<file path="src/rtl/dss_pkg.sv">
package dss_pkg;

    // Default capacity of the shared array, in 32-bit words
    localparam int DEPTH_DEF = 16;

    localparam int DATA_W = 32;

    // Operation codes
    localparam logic [1:0] ACT_PUSH = 2'd0;
    localparam logic [1:0] ACT_POP  = 2'd1;
    localparam logic [1:0] ACT_PEEK = 2'd2;

    // Result status codes
    localparam logic [1:0] ST_OK    = 2'd0;
    localparam logic [1:0] ST_FULL  = 2'd1;
    localparam logic [1:0] ST_EMPTY = 2'd2;

    // Result control that travels with a beat until the output register
    typedef struct packed {
        logic       use_mem;   // value comes from the array read port
        logic [1:0] status;
    } dss_ctl_t;

endpackage

</file>
<file path="src/rtl/dss_ctrl.sv">
module dss_ctrl #(
    parameter int DEPTH = dss_pkg::DEPTH_DEF,
    parameter int AW    = $clog2(DEPTH)
) (
    input  logic                clk,
    input  logic                rst_n,
    input  logic                accept,
    input  logic [1:0]          action,
    input  logic                stack_select,
    output logic                wr_en,
    output logic                rd_en,
    output logic [AW-1:0]       addr,
    output dss_pkg::dss_ctl_t   ctl
);
    import dss_pkg::*;

    localparam int CW = $clog2(DEPTH + 1);
    localparam logic [CW-1:0] DEPTH_C = CW'(DEPTH);
    localparam logic [CW-1:0] ONE_C   = CW'(1);

    logic [CW-1:0] lower_count_reg, lower_count_next;
    logic [CW-1:0] upper_count_reg, upper_count_next;
    logic [CW:0]   total;
    logic          full;
    logic          empty;
    logic [CW-1:0] lower_top;
    logic [CW-1:0] upper_push;
    logic [CW-1:0] upper_top;

    assign total      = {1'b0, lower_count_reg} + {1'b0, upper_count_reg};
    assign full       = (total >= {1'b0, DEPTH_C});
    assign empty      = stack_select ? (upper_count_reg == '0) : (lower_count_reg == '0);
    assign lower_top  = lower_count_reg - ONE_C;
    assign upper_top  = DEPTH_C - upper_count_reg;
    assign upper_push = upper_top - ONE_C;

    always_comb
    begin
        wr_en            = 1'b0;
        rd_en            = 1'b0;
        addr             = lower_count_reg[AW-1:0];
        ctl.use_mem      = 1'b0;
        ctl.status       = ST_OK;
        lower_count_next = lower_count_reg;
        upper_count_next = upper_count_reg;
        case (action)
            ACT_PUSH:
            begin
                if (full)
                begin
                    ctl.status = ST_FULL;
                end
                else if (stack_select)
                begin
                    wr_en            = accept;
                    addr             = upper_push[AW-1:0];
                    upper_count_next = upper_count_reg + ONE_C;
                end
                else
                begin
                    wr_en            = accept;
                    addr             = lower_count_reg[AW-1:0];
                    lower_count_next = lower_count_reg + ONE_C;
                end
            end
            ACT_POP, ACT_PEEK:
            begin
                if (empty)
                begin
                    ctl.status = ST_EMPTY;
                end
                else
                begin
                    rd_en       = accept;
                    ctl.use_mem = 1'b1;
                    addr        = stack_select ? upper_top[AW-1:0] : lower_top[AW-1:0];
                    if (action == ACT_POP)
                    begin
                        if (stack_select)
                            upper_count_next = upper_count_reg - ONE_C;
                        else
                            lower_count_next = lower_count_reg - ONE_C;
                    end
                end
            end
            default:
            begin
                ctl.status = ST_OK;
            end
        endcase
    end

    always_ff @(posedge clk or negedge rst_n)
    begin
        if (!rst_n)
        begin
            lower_count_reg <= '0;
            upper_count_reg <= '0;
        end
        else if (accept)
        begin
            lower_count_reg <= lower_count_next;
            upper_count_reg <= upper_count_next;
        end
    end

    // The two stacks never overlap
    a_no_overlap: assert property (@(posedge clk) disable iff (!rst_n)
        total <= {1'b0, DEPTH_C})
        else $error("stack counts exceed array depth");

    // A successful lower pop shrinks the lower stack by one
    a_lower_pop: assert property (@(posedge clk) disable iff (!rst_n)
        accept && action == ACT_POP && !stack_select && lower_count_reg != '0
        |=> lower_count_reg == $past(lower_count_reg) - ONE_C)
        else $error("lower pop did not decrement count");

    // Single array port: a beat never both writes and reads
    a_port_excl: assert property (@(posedge clk) disable iff (!rst_n)
        !(wr_en && rd_en))
        else $error("array written and read in the same cycle");

endmodule

</file>
<file path="src/rtl/dual_stack_shared_memory.sv">
// Two stacks sharing one array of DEPTH 32-bit words. The lower stack
// grows upward from entry 0, the upper stack downward from DEPTH-1.
//
// Input channel (in_valid/in_ready): one beat carries action (push, pop,
// peek), stack_select and push_value. Output channel (out_valid/
// out_ready): one beat per input beat, read_value and status, in order.
//
// A result's path: the synchronous array read and the result control
// land in the pending stage when its input beat is accepted, and the
// output register loads from the pending stage once it is free.
// Throughput: one beat per cycle while the output drains; every beat
// passes one pending stage ahead of the output register, and the array
// port is used at most once per beat.
//
// A push writes the array in its accept cycle; a pop/peek reads it in
// its accept cycle, so a later beat always sees earlier writes.
// When out_ready is low the output register holds its beat, the pending
// stage still fills, and in_ready drops only once both are occupied.
// Reset empties both stacks and clears the valid flags; array contents
// are not cleared and are never read before written.
module dual_stack_shared_memory #(
    parameter int DEPTH = dss_pkg::DEPTH_DEF
) (
    input  logic                               clk,
    input  logic                               rst_n,
    input  logic                               in_valid,
    output logic                               in_ready,
    input  logic [1:0]                         action,
    input  logic                               stack_select,
    input  logic signed [dss_pkg::DATA_W-1:0]  push_value,
    output logic                               out_valid,
    input  logic                               out_ready,
    output logic signed [dss_pkg::DATA_W-1:0]  read_value,
    output logic [1:0]                         status
);
    import dss_pkg::*;

    localparam int AW = $clog2(DEPTH);

    logic              accept;
    logic              wr_en;
    logic              rd_en;
    logic [AW-1:0]     addr;
    dss_ctl_t          ctl;

    // shared stack array, one port: at most one write or read per beat
    logic [DATA_W-1:0] stack_mem [DEPTH];
    logic [DATA_W-1:0] rdata_reg;

    // pending stage: beat waiting for the array read data
    logic              pend_valid_reg, pend_valid_next;
    dss_ctl_t          pend_ctl_reg;
    logic              pend_move;

    // output register
    logic              out_valid_reg, out_valid_next;
    logic [DATA_W-1:0] read_value_reg;
    logic [1:0]        status_reg;
    logic              out_free;

    assign out_free  = !out_valid_reg || out_ready;
    assign pend_move = pend_valid_reg && out_free;
    assign in_ready  = !pend_valid_reg || pend_move;
    assign accept    = in_valid && in_ready;

    dss_ctrl #(
        .DEPTH (DEPTH),
        .AW    (AW)
    ) u_ctrl (
        .clk          (clk),
        .rst_n        (rst_n),
        .accept       (accept),
        .action       (action),
        .stack_select (stack_select),
        .wr_en        (wr_en),
        .rd_en        (rd_en),
        .addr         (addr),
        .ctl          (ctl)
    );

    // Read data register only loads on a read, so it holds while the
    // pending beat waits for the output register.
    always_ff @(posedge clk)
    begin
        if (wr_en)
            stack_mem[addr] <= push_value;
        if (rd_en)
            rdata_reg <= stack_mem[addr];
    end

    always_comb
    begin
        pend_valid_next = pend_valid_reg;
        if (accept)
            pend_valid_next = 1'b1;
        else if (pend_move)
            pend_valid_next = 1'b0;
    end

    always_comb
    begin
        out_valid_next = out_valid_reg;
        if (pend_move)
            out_valid_next = 1'b1;
        else if (out_ready)
            out_valid_next = 1'b0;
    end

    always_ff @(posedge clk or negedge rst_n)
    begin
        if (!rst_n)
        begin
            pend_valid_reg <= 1'b0;
            out_valid_reg  <= 1'b0;
        end
        else
        begin
            pend_valid_reg <= pend_valid_next;
            out_valid_reg  <= out_valid_next;
        end
    end

    always_ff @(posedge clk)
    begin
        if (accept)
            pend_ctl_reg <= ctl;
        if (pend_move)
        begin
            status_reg <= pend_ctl_reg.status;
            if (pend_ctl_reg.use_mem)
                read_value_reg <= rdata_reg;
            else if (pend_ctl_reg.status == ST_EMPTY)
                read_value_reg <= '1;
            else
                read_value_reg <= '0;
        end
    end

    assign out_valid  = out_valid_reg;
    assign read_value = read_value_reg;
    assign status     = status_reg;

    // A pending beat is never dropped while the output is blocked
    a_pend_hold: assert property (@(posedge clk) disable iff (!rst_n)
        pend_valid_reg && !out_free |=> pend_valid_reg)
        else $error("pending beat lost under stall");

    // Accepted beat reaches the pending stage
    a_accept_pend: assert property (@(posedge clk) disable iff (!rst_n)
        accept |=> pend_valid_reg)
        else $error("accepted beat not pending");

    // Empty status always carries all ones
    a_empty_value: assert property (@(posedge clk) disable iff (!rst_n)
        out_valid_reg && status_reg == ST_EMPTY |-> read_value_reg == '1)
        else $error("empty result without all-ones value");

endmodule

</file>
<file path="config.mk">
export PLATFORM = sky130hd
export DESIGN_NAME = dual_stack_shared_memory
export DESIGN_NICKNAME = d
export VERILOG_FILES = /design/src/rtl/dss_pkg.sv /design/src/rtl/dss_ctrl.sv /design/src/rtl/dual_stack_shared_memory.sv
export SDC_FILE = /design/constraint.sdc
export NUM_CORES = 1
export LEC_CHECK = 0
export ABC_CLOCK_PERIOD_IN_PS = 5750
export BUFFER_PORTS_ARGS = -buffer_cell sky130_fd_sc_hd__buf_2
export CAP_MARGIN = 20
export CORE_MARGIN = 4
export CORE_UTILIZATION = 40
export DETAILED_ROUTE_END_ITERATION = 7
export PLACE_DENSITY = 0.58
export REMOVE_ABC_BUFFERS = 1
export SYNTH_ARGS = -nofsm -noshare
export SYNTH_HDL_FRONTEND = slang
export SYNTH_SLANG_ARGS = --single-unit
export TNS_END_PERCENT = 50
</file>
<file path="constraint.sdc">
create_clock -name clk -period 5.75 [get_ports clk]
set_input_delay 0.575 -clock clk [delete_from_list [all_inputs] [get_ports clk]]
set_output_delay 0.575 -clock clk [all_outputs]
set_load 0.005 [all_outputs]
</file>
* After elaboration in Yosys (flattened, before gate mapping)
Memory sizes are Yosys's and may differ from the RTL's. A register that Yosys moved wholly into a read port is not among the register bits.
Index checks and enable logic that the tools add are counted.
** Word-level totals
- Input port bits :: 39
- Output and inout bits :: 36
- Register bits :: 49
- Memories :: 1
- Word-level logic and storage cells :: 76
- RAM bits :: 512
** Memory list
- stack_mem :: words 16, bits a word 32, read ports 1, clocked after Yosys merged registers in 1, write ports 1, line dual_stack_shared_memory.sv:47 : logic [DATA_W-1:0] stack_mem [DEPTH];
** Operators by class
- Equal/unequal tests :: 10
- Mux-type cells :: 34
- $add $sub $neg :: 7
- $lt $le $gt $ge :: 1
- Reductions and logical operators :: 15
** Operator list (number)
- two-way mux 32 bit :: 2
- two-way mux 5 bit :: 10
- case mux 5 bit (2 select lines) :: 2
- two-way mux 4 bit :: 4
- AND reduction 7 bit :: 2
- two-way mux 1 bit :: 13
- inequality test 2 bit (second input constant) :: 6
- adder 5 x 1 -> 5 bit (second input constant) :: 2
- logical NOT 5 bit :: 2
- subtractor 5 x 1 -> 5 bit (second input constant) :: 2
- case mux 4 bit (2 select lines) :: 1
- adder 5 x 5 -> 6 bit :: 1
- greater-or-equal comparator 6 x 5 -> 1 bit (second input constant) :: 1
- nonzero test 2 bit :: 3
- equality test 2 bit (second input constant) :: 2
- case mux 2 bit (2 select lines) :: 1
- subtractor 1 x 4 -> 4 bit (first input constant) :: 1
- subtractor 4 x 1 -> 4 bit (second input constant) :: 1
- equality test 2 x 1 -> 1 bit (second input constant) :: 1
- logical AND 1 bit :: 2
- logical NOT 1 bit :: 2
- logical NOT 2 bit :: 1
- logical OR 1 bit :: 2
- two-way mux 2 bit :: 1
- other kinds (2) :: 2

* Depth between registers and ports, before layout
- Depth in word-level cells :: 9
- Gate-level depth with buffers :: 15
- Depth with buffers taken out :: 10

* By module
Synthesis repeated with hierarchy kept, for this count alone.
** Second synthesis, totals
- Cell total of the unflattened synthesis :: 1061
- Area total of the unflattened synthesis :: 22830.6 sq um
** Modules (own cells, without submodules)
- dual_stack_shared_memory :: area each 21658.3 sq um, cells each 925, times used 1, sequential area each 17496.8 sq um
- dss_ctrl :: area each 1172.4 sq um, cells each 136, times used 1, sequential area each 250.2 sq um

* Least setup slack after synthesis
Ideal clock, no wire load.
- Path kind :: in2reg
- Start point :: input action[0]
- End point :: memory stack_mem[13][0], enable pin
- Path slack :: 1.165 ns
- Stages :: 14
- Setup time :: 0.421 ns
- Arrival :: 4.164 ns
- Path buffers :: 5
- Cells stage by stage :: inv_1 -> ha_1 -> buf_2 -> clkinv_1 -> nor4b_1 -> nor4_1 -> and3_1 -> buf_2 -> buf_4 -> buf_2 -> buf_2 -> nor2_1 -> nand2_1 -> nor2_1
** On the way
- Cells in the longest elaborated chain, start to end :: 4
- Elaborated cells on any way between the ends :: 8
** RTL lines
- from (decl) :: line dual_stack_shared_memory.sv:28 : input logic [1:0] action,
- logical NOT 2 bit :: line dss_ctrl.sv:46 : case (action)
- two-way mux 1 bit :: line dss_ctrl.sv:46
- two-way mux 1 bit :: line dual_stack_shared_memory.sv:85 : if (wr_en)
- two-way mux 1 bit (implied by the code) :: line dual_stack_shared_memory.sv:86 : stack_mem[addr] <= push_value;
- to (decl) :: line dual_stack_shared_memory.sv:47
Parallel ways exist; a longest one is shown, timed or not.

* Worst setup path in the final report
- Start point :: register u_ctrl.upper_count_reg[0]
- End point :: memory stack_mem[7][19], enable pin
** On the way
- Cells in the longest elaborated chain, start to end :: 6
- Elaborated cells on any way between the ends :: 15
** RTL lines
- from (decl) :: line dss_ctrl.sv:22 : logic [CW-1:0] upper_count_reg, upper_count_next;
- from (signal assigned) :: line dss_ctrl.sv:103 : upper_count_reg <= upper_count_next;
- adder 5 x 5 -> 6 bit :: line dss_ctrl.sv:30 : assign total = {1'b0, lower_count_reg} + {1'b0, upper_count_reg};
- greater-or-equal comparator 6 x 5 -> 1 bit :: line dss_ctrl.sv:31 : assign full = (total >= {1'b0, DEPTH_C});
- two-way mux 1 bit :: line dss_ctrl.sv:49 : if (full)
- two-way mux 1 bit :: line dss_ctrl.sv:46
- two-way mux 1 bit :: line dual_stack_shared_memory.sv:85
- two-way mux 1 bit (implied by the code) :: line dual_stack_shared_memory.sv:86
Parallel ways exist; a longest one is shown, timed or not.

==> impl_metrics.csv <==
group,metric,value,unit
place,post-dp-hpwl,32.3,mm
critical_path,crit_type,"flip-flop to flip-flop",
timing,final_hold_viol_count,0,
synthesis,ys_types,50,
timing,rsz0062_at_grt,"false",
finish,fin_nets,1670,
synthesis,synth-xor-area-share,0.00591,
critical_path,rrSetupSlack,1470,ps
synthesis,yosysTopAreaCell,"edfxtp_1",
place,dp_slack,1340,ps
drt,viasPerCell,5.87,
synthesis,async_reset_ff_frac,0.0202,
timing,max_slew_margin,0.354,
clock_tree,tritoncts,"done",
synthesis,synth_top_cell_area_share,0.736,
synthesis,syn_avg_cell_area,15.3,µm²
synthesis,synthAdderAreaFrac,0.00876,
finish,layout.cells.most_common,"edfxtp_1",
floorplanning,die_w,251,µm
power,peakVddDrop,0.784,mV
synthesis,synth_enable_flop_cells,581,
clock_tree,clk_pin_slew,60,ps
clock_tree,htree_levels,2,
global_routing,globalRouteTotalUtil,0.197,
synthesis,ys_seq_area_frac,0.749,
timing,worst_slack,1470,ps
critical_path,r2r-start,"u_ctrl.upper_count_reg[0]$_DFFE_PN0P_",
finish,final_area,27100,µm²
clock_tree,clock_latency,630,ps
clock_tree,numCtsBuffers,61,
min_path,holdCritStartpoint,"in_valid",
synthesis,synth_area,23700,µm²
global_routing,grt_pass1_vias,14148,
drt,dr.pass1.iters,5,
timing,fin_crit_sh,0.744,
finish,layout_common_cells,"edfxtp_1 (581), nand2_1 (205), a21oi_1 (137)",
power,powerDensity,524,nW/µm²
synthesis,synthSimpleGateAreaFrac,0.0497,
floorplanning,coreArea,58100,µm²
floorplanning,die_h,251,µm
critical_path,worstSetupStartpoint,"u_ctrl.upper_count_reg[0]$_DFFE_PN0P_",
power,power.total,14200,µW
finish,fillers,5072,
critical_path,critPathRequiredTime,6060,ps
timing,fmax,234,MHz
synthesis,synth_top_family_by_area,"compound AO/OA/AOI/OAI gates",
floorplanning,pin_count,75,
finish,area_growth,14.5,%
drt,routed_wirelength,63.5,mm
critical_path,cp_data_arrival_time,4590,ps
synthesis,synth_compound_area_frac,0.146,
critical_path,path_max_fanout,21,
job,drv_cap,0,
drt,wire_per_inst,26.1,µm
synthesis,ys_warn_count,0,
synthesis,synth_ff_type,"edfxtp_1",
critical_path,cp-end-kind,"flip-flop",
timing,tightest_slew,962,ps
timing,slew_viol_final,0,
finish,drive_gt1_frac,0.161,
drt,num_vias,14282,
finish,seq_area,17700,µm²
floorplanning,initial_core_util,0.408,
clock_tree,cts_hold_buf,1,
global_routing,grt_pass1_wl,94.6,mm
synthesis,synth.ff_latch_count,593,
global_routing,antenna_found_initial,2,
timing,setup_viol,0,
finish,post-route-util,0.467,
finish,largest_reg_flops,512,
clock_tree,cts.sinks,593,
floorplanning,dieArea,63200,µm²
timing,finClkSkew,19.6,ps
clock_tree,cts_resized,0,
global_routing,grt.overflow.total,0,
place,io_buffer_count,74,
timing,period_minus_slack,4280,ps
drt,initialDrtViolationCount,1539,
place,placed_cell_area,25200,µm²
place,gp_congestion,0.898,
drt,post-route-drc-count,0,
clock_tree,clock_tree.root_cell,"clkbuf_16",
synthesis,syn_inst,1554,
global_routing,grt_max_degree,161,
min_path,worstHoldPathType,"input port to flip-flop",
drt,postRouteAntennaNets,0,
floorplanning,num_rows,88,
clock_tree,cts_setup_buffers,0,
outcome,status,"finished, final reports clean",
finish,multi_input_area,5560,µm²
synthesis,yosys-top-cells-area,"edfxtp_1 (74%), nand2_1 (3.3%), a22oi_1 (3.0%), a21oi_1 (2.9%), mux2i_1 (1.5%)",
power,cellLeakagePower,0.00915,µW
clock_tree,clock_path_buffers,3,
critical_path,startpoint_type,"flip-flop",
synthesis,synthMuxAreaShare,0.0157,
## metrics by stage
step,TNS [ps],cells,hold WS (ps)
floorplan,-1199280,1436,279
global placement,0,2316,423
detailed placement,0,2316,453
CTS,0,2432,136
global route,0,2432,139
finish,0,2434,166
## final cells by class
cell class	count	share of cell area
Antenna cell	2	0.000184
Clock buffer	78	0.0594
Clock inverter	37	0.0129
Inverter	13	0.00180
Multi-Input combinational cell	830	0.205
Sequential cell	593	0.654
Tap cell	765	0.0353
Timing Repair Buffer	116	0.0314
## power breakdown
group          switching (µW)  total (µW)  leakage, µW  internal, µW
sequential                152        5240      0.00541          5090
clock                    1680        3900     0.000952          2210
combinational            3270        5090      0.00279          1820
total                    5110       14200      0.00915          9120
## logic make-up (layout without fill, tap and decap cells)
group,Yosys count,after routing
compound gates,481,481
flops,593,593
xor+xnor,16,16
simple gates,280,280
other cells,0,2
mux,37,37
fa+ha+maj,16,16
buf+inv,131,244
## worst max-delay path, stage by stage (launching register included)
cell and delay, ps:
dfrtp_1 520, inv_1 100, ha_1 400, nor2b_1 70
a211oi_1 230, o21ai_0 150, xor2_1 180, a311oi_1 820
nand2_2 630, nor2_4 570, buf_12 270
## final timing paths
kind | cells after the start | endpoint
max | 10 | stack_mem[7][19]$_DFFE_PP_
min | 2 | pend_valid_reg$_DFFE_PN0P_
max reg2reg | 10 | stack_mem[7][19]$_DFFE_PP_
min reg2reg | 0 | status[1]$_DFFE_PP_
max in group asynchronous | 2 | u_ctrl.lower_count_reg[4]$_DFFE_PN0P_
min in group asynchronous | 2 | out_valid$_DFFE_PN0P_
## routing by layer
layer / wire length, µm / global-route usage
met5: 0 / 0
met2: 29600 / 0.309
met4: 1440 / 0.0485
met1: 27900 / 0.286
met3: 4600 / 0.0401
## Yosys cell counts (3+ instances only)
cell	number
a21boi_0	33
buf_1	9
nand2b_1	6
a31oi_1	34
xnor2_1	6
a221o_1	32
mux2i_1	35
ha_1	15
nor2_1	34
a21o_1	35
nor2b_1	3
a22oi_1	96
clkbuf_1	68
nand2_1	208
buf_2	30
edfxtp_1	581
o32ai_1	33
buf_4	5
a31o_2	32
xor2_1	10
o21ai_0	7
nor4_1	3
a21oi_1	137
a32o_1	32
dfrtp_1	12
nor3_1	9
buf_6	6
inv_1	12
(Power assumes the default switching activity.)
